`src/sv/fap_pkg.sv`:
```
// Shared types, codes and helpers for the form-urlencoded argument parser.
// No dependencies.
`default_nettype none
package fap_pkg;

  localparam int MaxArgs = 8;

  typedef enum logic [1:0] {
    KIND_BYTE = 2'd0,
    KIND_DONE = 2'd1,
    KIND_FAIL = 2'd2
  } kind_e;

  localparam logic [1:0] TY_INT  = 2'd0;
  localparam logic [1:0] TY_NAME = 2'd1;
  localparam logic [1:0] TY_STR  = 2'd2;

  localparam logic [1:0] ESC_NONE = 2'd0;
  localparam logic [1:0] ESC_HI   = 2'd1;
  localparam logic [1:0] ESC_LO   = 2'd2;

  localparam logic [1:0] NPH_LEAD  = 2'd0;
  localparam logic [1:0] NPH_WORD  = 2'd1;
  localparam logic [1:0] NPH_SPACE = 2'd2;

  localparam logic [1:0] IPH_LEAD = 2'd0;
  localparam logic [1:0] IPH_SIGN = 2'd1;
  localparam logic [1:0] IPH_DIG  = 2'd2;

  localparam logic [2:0] U8R_ANY  = 3'd0;
  localparam logic [2:0] U8R_A0BF = 3'd1;
  localparam logic [2:0] U8R_809F = 3'd2;
  localparam logic [2:0] U8R_90BF = 3'd3;
  localparam logic [2:0] U8R_808F = 3'd4;

  localparam logic CFG_COUNT = 1'b0;
  localparam logic CFG_TYPES = 1'b1;

  typedef struct packed {
    kind_e       kind;
    logic [2:0]  arg_index;
    logic [7:0]  out_byte;
    logic [31:0] int_value;
    logic        query_done;
  } res_t;

  typedef struct packed {
    logic [2:0]  cur;
    logic [1:0]  esc;
    logic [3:0]  hi;
    logic [1:0]  u8p;
    logic [2:0]  u8r;
    logic [1:0]  nph;
    logic        ngot;
    logic [1:0]  iph;
    logic        ineg;
    logic [31:0] imag;
    logic        iovf;
    logic        failed;
  } st_t;

  // up to three results from one byte
  typedef struct packed {
    logic [1:0] n;
    res_t       r0;
    res_t       r1;
    res_t       r2;
  } push_t;

  function automatic logic [4:0] hex_val(logic [7:0] c);
    logic [4:0] v;
    v = 5'h10;
    if (c >= 8'h30 && c <= 8'h39) v = {1'b0, c[3:0]};
    else if ((c >= 8'h61 && c <= 8'h66) || (c >= 8'h41 && c <= 8'h46))
      v = {1'b0, c[3:0] + 4'd9};
    return v;
  endfunction

  function automatic logic is_space(logic [7:0] c);
    return (c == 8'h20) || (c >= 8'h09 && c <= 8'h0D);
  endfunction

endpackage
`default_nettype wire

```
`src/sv/fap_core.sv`:
```
// Per-byte decode, UTF-8 check and argument typing with the running state.
// Depends on fap_pkg.
`default_nettype none
module fap_core (
  input  wire logic                clk_i,
  input  wire logic                rst_ni,
  input  wire logic                fire_i,
  input  wire logic                has_i,
  input  wire logic [7:0]          byte_i,
  input  wire logic                end_i,
  input  wire logic [3:0]          count_i,
  input  wire logic [15:0]         types_i,
  output fap_pkg::push_t           push_o
);

  typedef struct packed {
    logic           ok;
    logic           emit;
    fap_pkg::res_t  res;
    fap_pkg::st_t   st;
  } fin_t;

  fap_pkg::st_t st_q, st_d;

  function automatic logic [1:0] arg_type(logic [2:0] cur, logic [15:0] ty);
    logic [15:0] sh;
    sh = ty >> {cur, 1'b0};
    return (sh[1:0] == 2'd3) ? fap_pkg::TY_STR : sh[1:0];
  endfunction

  function automatic fap_pkg::st_t clr_arg(fap_pkg::st_t s);
    fap_pkg::st_t o;
    o      = '0;
    o.cur  = s.cur;
    o.failed = s.failed;
    return o;
  endfunction

  function automatic fin_t finish(fap_pkg::st_t s, logic fin, logic [15:0] ty,
                                 logic [2:0] last);
    fin_t f;
    logic [1:0] t;
    t = arg_type(s.cur, ty);
    f.ok = 1'b1;
    f.emit = 1'b0;
    f.st = s;
    f.res = '0;
    if (s.esc != fap_pkg::ESC_NONE || s.u8p != 2'd0) f.ok = 1'b0;
    else if (t == fap_pkg::TY_INT && (s.iph != fap_pkg::IPH_DIG || s.iovf)) f.ok = 1'b0;
    else if (t == fap_pkg::TY_NAME && !s.ngot) f.ok = 1'b0;
    else if (fin && s.cur != last) f.ok = 1'b0;
    else if (!fin && s.cur >= last) f.ok = 1'b0;
    else begin
      f.emit = 1'b1;
      f.res.kind = fap_pkg::KIND_DONE;
      f.res.arg_index = s.cur;
      f.res.query_done = fin;
      if (t == fap_pkg::TY_INT) f.res.int_value = s.ineg ? (32'd0 - s.imag) : s.imag;
      if (!fin) begin
        f.st = clr_arg(s);
        f.st.cur = s.cur + 3'd1;
      end
    end
    return f;
  endfunction

  always_comb begin
    fap_pkg::st_t  s;
    fap_pkg::res_t r;
    fin_t          f;
    logic          ok, take, amp, dig;
    logic [7:0]    c;
    logic [4:0]    h;
    logic [2:0]    last;
    logic [3:0]    cnt;
    logic [7:0]    lo, hi;
    logic [35:0]   m, lim;
    s = st_q;
    push_o = '0;
    ok = 1'b1;
    take = 1'b0;
    amp = 1'b0;
    c = byte_i;
    h = fap_pkg::hex_val(byte_i);
    r = '0;
    f = '0;
    lo = 8'h80;
    hi = 8'hBF;
    m = '0;
    lim = '0;
    dig = 1'b0;
    cnt = (count_i == 4'd0) ? 4'd1 :
          (count_i > 4'(fap_pkg::MaxArgs)) ? 4'(fap_pkg::MaxArgs) : count_i;
    last = 3'(cnt - 4'd1);

    if (!st_q.failed) begin
      if (has_i) begin
        if (s.esc == fap_pkg::ESC_HI) begin
          if (h[4]) ok = 1'b0;
          else begin
            s.hi = h[3:0];
            s.esc = fap_pkg::ESC_LO;
          end
        end else if (s.esc == fap_pkg::ESC_LO) begin
          if (h[4]) ok = 1'b0;
          else begin
            s.esc = fap_pkg::ESC_NONE;
            c = {s.hi, h[3:0]};
            take = 1'b1;
          end
        end else if (byte_i == 8'h26) amp = 1'b1;
        else if (byte_i == 8'h25) s.esc = fap_pkg::ESC_HI;
        else if (byte_i == 8'h2B) begin
          c = 8'h20;
          take = 1'b1;
        end else take = 1'b1;
      end

      if (take) begin
        // UTF-8 sequence check
        if (s.u8p == 2'd0) begin
          if (c == 8'h00 || (c >= 8'h80 && c < 8'hC2) || c > 8'hF4) ok = 1'b0;
          else if (c < 8'h80) ;
          else if (c < 8'hE0) begin s.u8p = 2'd1; s.u8r = fap_pkg::U8R_ANY; end
          else if (c == 8'hE0) begin s.u8p = 2'd2; s.u8r = fap_pkg::U8R_A0BF; end
          else if (c == 8'hED) begin s.u8p = 2'd2; s.u8r = fap_pkg::U8R_809F; end
          else if (c < 8'hF0) begin s.u8p = 2'd2; s.u8r = fap_pkg::U8R_ANY; end
          else if (c == 8'hF0) begin s.u8p = 2'd3; s.u8r = fap_pkg::U8R_90BF; end
          else if (c < 8'hF4) begin s.u8p = 2'd3; s.u8r = fap_pkg::U8R_ANY; end
          else begin s.u8p = 2'd3; s.u8r = fap_pkg::U8R_808F; end
        end else begin
          case (s.u8r)
            fap_pkg::U8R_A0BF: lo = 8'hA0;
            fap_pkg::U8R_809F: hi = 8'h9F;
            fap_pkg::U8R_90BF: lo = 8'h90;
            fap_pkg::U8R_808F: hi = 8'h8F;
            default: ;
          endcase
          if (c < lo || c > hi) ok = 1'b0;
          else begin
            s.u8p = s.u8p - 2'd1;
            s.u8r = fap_pkg::U8R_ANY;
          end
        end

        if (ok) begin
          r.kind = fap_pkg::KIND_BYTE;
          r.arg_index = s.cur;
          case (arg_type(s.cur, types_i))
            fap_pkg::TY_INT: begin
              dig = (c >= 8'h30 && c <= 8'h39);
              if (s.iph == fap_pkg::IPH_LEAD && fap_pkg::is_space(c)) ;
              else if (s.iph == fap_pkg::IPH_LEAD && (c == 8'h2B || c == 8'h2D)) begin
                s.ineg = (c == 8'h2D);
                s.iph = fap_pkg::IPH_SIGN;
              end else if (!dig) ok = 1'b0;
              else begin
                s.iph = fap_pkg::IPH_DIG;
                m = {4'd0, s.imag} * 36'd10 + {32'd0, c[3:0]};
                lim = s.ineg ? 36'd2147483648 : 36'd2147483647;
                if (!s.iovf) begin
                  if (m > lim) s.iovf = 1'b1;
                  else s.imag = m[31:0];
                end
              end
            end
            fap_pkg::TY_NAME: begin
              if (fap_pkg::is_space(c)) begin
                if (s.nph == fap_pkg::NPH_WORD) s.nph = fap_pkg::NPH_SPACE;
              end else if (c <= 8'h20) ok = 1'b0;
              else begin
                if (s.nph == fap_pkg::NPH_SPACE) begin
                  r.out_byte = 8'h20;
                  push_o.r0 = r;
                  push_o.n = 2'd1;
                end
                r.out_byte = c;
                if (push_o.n == 2'd0) push_o.r0 = r;
                else push_o.r1 = r;
                push_o.n = push_o.n + 2'd1;
                s.nph = fap_pkg::NPH_WORD;
                s.ngot = 1'b1;
              end
            end
            default: begin
              r.out_byte = c;
              push_o.r0 = r;
              push_o.n = 2'd1;
            end
          endcase
        end
      end

      if (amp) begin
        f = finish(s, 1'b0, types_i, last);
        ok = f.ok;
        s = f.st;
        if (f.emit) begin
          push_o.r0 = f.res;
          push_o.n = 2'd1;
        end
      end

      if (ok && end_i) begin
        f = finish(s, 1'b1, types_i, last);
        ok = f.ok;
        s = f.st;
        if (f.emit) begin
          case (push_o.n)
            2'd0: push_o.r0 = f.res;
            2'd1: push_o.r1 = f.res;
            default: push_o.r2 = f.res;
          endcase
          push_o.n = push_o.n + 2'd1;
        end
      end

      if (!ok) begin
        r = '0;
        r.kind = fap_pkg::KIND_FAIL;
        r.arg_index = s.cur;
        r.query_done = 1'b1;
        case (push_o.n)
          2'd0: push_o.r0 = r;
          2'd1: push_o.r1 = r;
          default: push_o.r2 = r;
        endcase
        push_o.n = push_o.n + 2'd1;
        s.failed = 1'b1;
      end
    end

    if (end_i) s = '0;
    st_d = s;
    if (!fire_i) push_o.n = 2'd0;
  end

  always_ff @(posedge clk_i or negedge rst_ni) begin
    if (!rst_ni) st_q <= '0;
    else if (fire_i) st_q <= st_d;
  end

endmodule
`default_nettype wire

```
`src/sv/fap_resq.sv`:
```
// Four-entry result queue: takes up to three results a cycle, gives one.
// Depends on fap_pkg.
`default_nettype none
module fap_resq (
  input  wire logic           clk_i,
  input  wire logic           rst_ni,
  input  wire fap_pkg::push_t push_i,
  input  wire logic           pop_i,
  output logic                room_o,
  output logic                valid_o,
  output fap_pkg::res_t       head_o
);

  fap_pkg::res_t mem_q [4];
  logic [1:0] wr_q, rd_q;
  logic [2:0] cnt_q, cnt_d;

  assign valid_o = (cnt_q != 3'd0);
  assign head_o  = mem_q[rd_q];
  // three free slots after this cycle's pop
  assign room_o  = (cnt_q - {2'd0, pop_i}) <= 3'd1;
  assign cnt_d   = cnt_q - {2'd0, pop_i} + {1'b0, push_i.n};

  always_ff @(posedge clk_i or negedge rst_ni) begin
    if (!rst_ni) begin
      wr_q  <= '0;
      rd_q  <= '0;
      cnt_q <= '0;
    end else begin
      wr_q  <= wr_q + push_i.n;
      rd_q  <= rd_q + {1'b0, pop_i};
      cnt_q <= cnt_d;
    end
  end

  always_ff @(posedge clk_i) begin
    if (push_i.n != 2'd0) mem_q[wr_q] <= push_i.r0;
    if (push_i.n > 2'd1) mem_q[wr_q + 2'd1] <= push_i.r1;
    if (push_i.n > 2'd2) mem_q[wr_q + 2'd2] <= push_i.r2;
  end

  a_cnt_max: assert property (@(posedge clk_i) disable iff (!rst_ni) cnt_q <= 3'd4)
    else $error("result queue overfilled");
  a_no_underrun: assert property (@(posedge clk_i) disable iff (!rst_ni)
    pop_i |-> cnt_q != 3'd0) else $error("pop from empty result queue");
  a_push_room: assert property (@(posedge clk_i) disable iff (!rst_ni)
    (push_i.n != 2'd0) |-> room_o) else $error("push without room");

endmodule
`default_nettype wire

```
`src/sv/form_urlencoded_argument_parser.sv`:
```
// Form-urlencoded argument parser. Raw query bytes come in on the slave
// stream, one per transfer; tlast marks the end of the query and tuser says
// whether tdata holds a byte (tuser low with tlast high is an empty end
// marker). Each accepted byte is registered, decoded once the queue has room,
// and gives up to three results, which leave a four-entry result queue one per
// cycle on the master stream while the receiver is ready. A byte is taken every
// cycle while the queue keeps up; the sustained rate is one input transfer per
// cycle, bounded by the single-result-per-cycle output port when bytes give
// several results. Results: decoded name or string bytes, argument completions
// (with the integer value) and one failure, tlast marking the final one of a
// query. After a failure the consumer discards the bytes of that query. The user
// must write configuration via cfg_we_i/cfg_idx_i only while the block is idle;
// the block does not enforce it. Depends on fap_pkg, fap_core and fap_resq.
`default_nettype none
module form_urlencoded_argument_parser (
  input  wire logic        clk_i,
  input  wire logic        rst_ni,
  input  wire logic        s_axis_tvalid_i,
  output logic             s_axis_tready_o,
  input  wire logic [7:0]  s_axis_tdata_i,   // [7:0] data_byte
  input  wire logic        s_axis_tuser_i,   // [0] has_byte
  input  wire logic        s_axis_tlast_i,   // end_of_query
  output logic             m_axis_tvalid_o,
  input  wire logic        m_axis_tready_i,
  output logic [47:0]      m_axis_tdata_o,   // [2:0] arg_index, [10:3] out_byte,
                                             // [42:11] int_value, rest zero
  output logic [1:0]       m_axis_tuser_o,   // [1:0] kind
  output logic             m_axis_tlast_o,   // query_done
  input  wire logic        cfg_we_i,
  input  wire logic        cfg_idx_i,
  input  wire logic [15:0] cfg_wdata_i
);

  logic        in_vld_q, in_has_q, in_end_q;
  logic [7:0]  in_byte_q;
  logic [3:0]  count_q;
  logic [15:0] types_q;
  logic        room, fire, pop;
  fap_pkg::push_t push;
  fap_pkg::res_t  head;

  // input register frees when its byte is decoded
  assign fire = in_vld_q && room;
  assign s_axis_tready_o = !in_vld_q || fire;
  assign pop = m_axis_tvalid_o && m_axis_tready_i;

  always_ff @(posedge clk_i or negedge rst_ni) begin
    if (!rst_ni) in_vld_q <= 1'b0;
    else if (s_axis_tready_o) in_vld_q <= s_axis_tvalid_i;
  end

  always_ff @(posedge clk_i) begin
    if (s_axis_tready_o && s_axis_tvalid_i) begin
      in_has_q  <= s_axis_tuser_i;
      in_byte_q <= s_axis_tdata_i;
      in_end_q  <= s_axis_tlast_i;
    end
  end

  always_ff @(posedge clk_i or negedge rst_ni) begin
    if (!rst_ni) begin
      count_q <= 4'd1;
      types_q <= 16'hAAAA;
    end else if (cfg_we_i) begin
      if (cfg_idx_i == fap_pkg::CFG_COUNT) count_q <= cfg_wdata_i[3:0];
      else types_q <= cfg_wdata_i;
    end
  end

  fap_core u_core (
    .clk_i   (clk_i),
    .rst_ni  (rst_ni),
    .fire_i  (fire),
    .has_i   (in_has_q),
    .byte_i  (in_byte_q),
    .end_i   (in_end_q),
    .count_i (count_q),
    .types_i (types_q),
    .push_o  (push)
  );

  fap_resq u_resq (
    .clk_i   (clk_i),
    .rst_ni  (rst_ni),
    .push_i  (push),
    .pop_i   (pop),
    .room_o  (room),
    .valid_o (m_axis_tvalid_o),
    .head_o  (head)
  );

  assign m_axis_tdata_o = {5'd0, head.int_value, head.out_byte, head.arg_index};
  assign m_axis_tuser_o = head.kind;
  assign m_axis_tlast_o = head.query_done;

endmodule
`default_nettype wire

```
`config.mk`:
```
export PLATFORM = sky130hd
export DESIGN_NAME = form_urlencoded_argument_parser
export DESIGN_NICKNAME = d
export VERILOG_FILES = /design/src/sv/fap_pkg.sv /design/src/sv/fap_core.sv /design/src/sv/fap_resq.sv /design/src/sv/form_urlencoded_argument_parser.sv
export SDC_FILE = /design/constraint.sdc
export NUM_CORES = 1
export LEC_CHECK = 0
export BUFFER_PORTS_ARGS = -buffer_cell sky130_fd_sc_hd__clkbuf_2
export CORE_ASPECT_RATIO = 0.9
export CORE_UTILIZATION = 45
export CTS_CLUSTER_DIAMETER = 150
export DETAILED_ROUTE_END_ITERATION = 8
export HOLD_SLACK_MARGIN = 0.05
export SLEW_MARGIN = 15
export SYNTH_ARGS = -nofsm -noshare
export SYNTH_HDL_FRONTEND = slang
export SYNTH_SLANG_ARGS = --single-unit
```
`constraint.sdc`:
```
create_clock -name clk_i -period 28 [get_ports clk_i]
set_input_delay 7 -clock clk_i [delete_from_list [all_inputs] [get_ports clk_i]]
set_output_delay 7 -clock clk_i [all_outputs]
set_load 0.1 [all_outputs]
```
==> flow_metrics.tcl <==
set metrics [dict create \
    outcome "complete, no violations" \
    grt_pass1_wl_mm 97.7 \
    power.leakage_nw 9.12 \
    power_density_nw_per_um2 95.2 \
    gr-total-overflow 0 \
    fmax_mhz 64.1 \
    critPathLaunchType "primary input" \
    use_met2_pct 41.9 \
    path_depth 8 \
    crit_required_ps 21000 \
    worstHoldPathType "reg -> reg" \
    dr.pass1.iters 5 \
    grt_pass1_vias 16816 \
    wl_per_cell_microns 22.0 \
    arrival_ps 8600 \
    yosys.cell_count.top_type "nand2_1" \
    ant_nets 0 \
    clockBufferDepth 3 \
    cp-end-kind "output pin" \
    synthArstFlopShare_pct 29.7 \
    cts-root-buf "clkbuf_16" \
    antenna_cells 0 \
    antenna_found_initial 0 \
    avgSynthCellArea_sq_um 9.44 \
    syn_area_sq_um 20800 \
    vias 17593 \
    synth-seq-cells 276 \
    slew_headroom_pct 18.6 \
    drt_iter0_markers 1525 \
    hold_ws_ps 466 \
    cts_setup_buffers 0 \
    hold_end "u_resq.mem_q[1][36]" \
    worstHoldStart "u_resq.mem_q[1][36]" \
    yosysUniqueCellTypes 120 \
    fillers 4204 \
    gr-usage-met3_pct 4.00 \
    dp_hpwl_mm 45.9 \
    core_area_sq_um 45500 \
    io_buffers 79 \
    crit_type "in -> out" \
    path_clk_slew_ps 60 \
    worstRegToRegCells 43 \
    rows 74 \
    dieArea_sq_um 47000 \
    syn2layout_area_growth_pct 9.54 \
    drc 0 \
    ir_drop_v 0.0000982 \
    grt.total_usage_pct 26.6 \
    worstMarginPinSlew_ps 1210 \
    numCtsBuffers 31 \
    whs_path_depth 1 \
    grt_util_met1_pct 38.1 \
    rr_endpoint "u_resq.mem_q[3][12]" \
    hold_buffers 0 \
    yosysWarnings 0 \
    finClkSkew_ps 14.6 \
    crit_buf_inv 2 \
    place_area_sq_um 21700 \
    io-pin-count 85 \
    postLayoutCoreUtil_pct 50.0 \
    start_util_pct 45.7 \
    viasPerCell 6.13 \
    synth-seq-area-share_pct 36.4 \
    slowest_delay_ps 460 \
    syn_inst 2200 \
    drv_cap 0 \
    grt_max_degree 49 \
    setup_viol 0 \
    fin_crit_ps 15600 \
    synthTopCellsByArea "edfxtp_1 23%, dfrtp_1 8.8%, ha_1 7.2%" \
    fin_nets 2392 \
    final.period_utilization_pct 55.7 \
    ff2ff_setup_slack_ps 14770 \
    post-synth-top-area-cell "edfxtp_1" \
    htreeDepth 1 \
    final-max-slew-violation-count 0 \
    synth_edf_count 162 \
    die_w_microns 228 \
    cts_tree "done" \
    synth_top_cells_by_count "256 x nand2_1, 232 x nor2_1, 162 x edfxtp_1, 155 x a21oi_1, 120 x ha_1" \
    r2r_start "in_byte_q[0]" \
    slowest_stage "clkbuf_2" \
    wirelength_mm 63.2 \
    ctsResizeCount 0 \
    stdcell_count 2870 \
    hold_viol_final 0 \
    grt_setup_unrepaired "no" \
    synthFlopType "edfxtp_1" \
    final_area_sq_um 22800 \
    die_y_microns 206 \
    cts.sinks 276 \
    crit_chain "clkbuf_2 > and2_1 > ha_1 > ha_1 > xnor2_1 > nand2_1 > nand2_1 > clkbuf_2" \
    tns_ps 0 \
    cp_max_fo 4 \
    synth_top_area_share_pct 23.4 \
    placed_cells_incl_taps 2812 \
    drive_above_1_share_pct 15.3 \
    clk_latency_ps 600 \
    top_usage_layer "met2" \
    gp_congestion 0.964 \
    cpLargestDelayFamily "buffers and inverters" \
]
cell usage in the layout (no fill, tap or decap), types with 22 or more instances in the layout:
cell / netlist / final
clkbuf_16: 0 / 34
mux2_2: 38 / 38
o21ai_0: 107 / 105
a21o_1: 34 / 34
nand2_1: 256 / 256
nand3_1: 70 / 70
nor3_1: 47 / 45
a21oi_1: 155 / 154
nor2_1: 232 / 231
inv_1: 56 / 56
dfxtp_1: 32 / 32
a22o_1: 30 / 30
mux4_2: 50 / 50
dfrtp_1: 73 / 71
edfxtp_1: 162 / 162
clkbuf_2: 0 / 78
xnor2_1: 72 / 72
nand4_1: 28 / 28
ha_1: 120 / 120
mux2i_1: 61 / 61
xor2_1: 37 / 37
nand2b_1: 22 / 22
buf_4: 6 / 38
registers in the layout (all words and copies together) (netlist names):
register and count:
count_q 4, u_resq.rd_q 2, u_resq.cnt_q 3, types_q 16, u_resq.wr_q 2, u_resq.mem_q 184, in_byte_q 8, in_vld_q 1
in_has_q 1, u_core.st_q 54, in_end_q 1
per-stage QoR:
| stage | worst slack (ps) | total power, mW |
|---|---|---|
| finish | 12400 | 2.17 |
| global route | 12280 | 2.26 |
| CTS | 12390 | 2.17 |
| detailed placement | 12410 | 1.76 |
| global placement | 12450 | 1.74 |
| floorplan | 12490 | 1.49 |
power breakdown:
| group | switching, mW | internal, mW | total (mW) |
|---|---|---|---|
| clock network | 0.170 | 0.238 | 0.408 |
| registers | 0.0690 | 0.547 | 0.616 |
| logic | 0.848 | 0.294 | 1.14 |
worst max-delay path by stage:
stage                    startpoint              end
floorplan           m_axis_tready_i  s_axis_tready_o
global placement    m_axis_tready_i  s_axis_tready_o
detailed placement  m_axis_tready_i  s_axis_tready_o
CTS                 m_axis_tready_i  s_axis_tready_o
global route        m_axis_tready_i  s_axis_tready_o
finish              m_axis_tready_i  s_axis_tready_o
routing by layer:
| metal | routed length, microns | vias to the layer above |
|---|---|---|
| li1 | - | 8274 |
| met1 | 28900 | 8588 |
| met2 | 28400 | 639 |
| met3 | 4530 | 92 |
| met4 | 1400 | 0 |
| met5 | 0 | - |
cell type report:
class                   count  area (sq um)  area share, %
inverters                  62           233           1.02
clock inverters             5          42.5          0.187
clock buffers              53           982           4.32
well taps                 608           761           3.34
multi-input cells        1750         12500           54.9
flip-flops and latches    276          7570           33.3
repair buffers            116           676           2.97
cells by family (layout without fill, tap and decap cells):
group | count (synthesis) | in the layout | share of synthesized area (%)
adder cells (fa/ha/maj) | 123 | 123 | 7.52
other | 1 | 5 | 0.0181
flip-flops | 276 | 276 | 36.4
AND/OR/NAND/NOR | 817 | 817 | 19.2
AO/OA/AOI/OAI | 542 | 542 | 17.7
multiplexers | 151 | 151 | 10.6
XOR/XNOR | 112 | 112 | 4.83
buffers and inverters | 178 | 236 | 3.70
No activity file was read; power rests on OpenSTA's default activity.
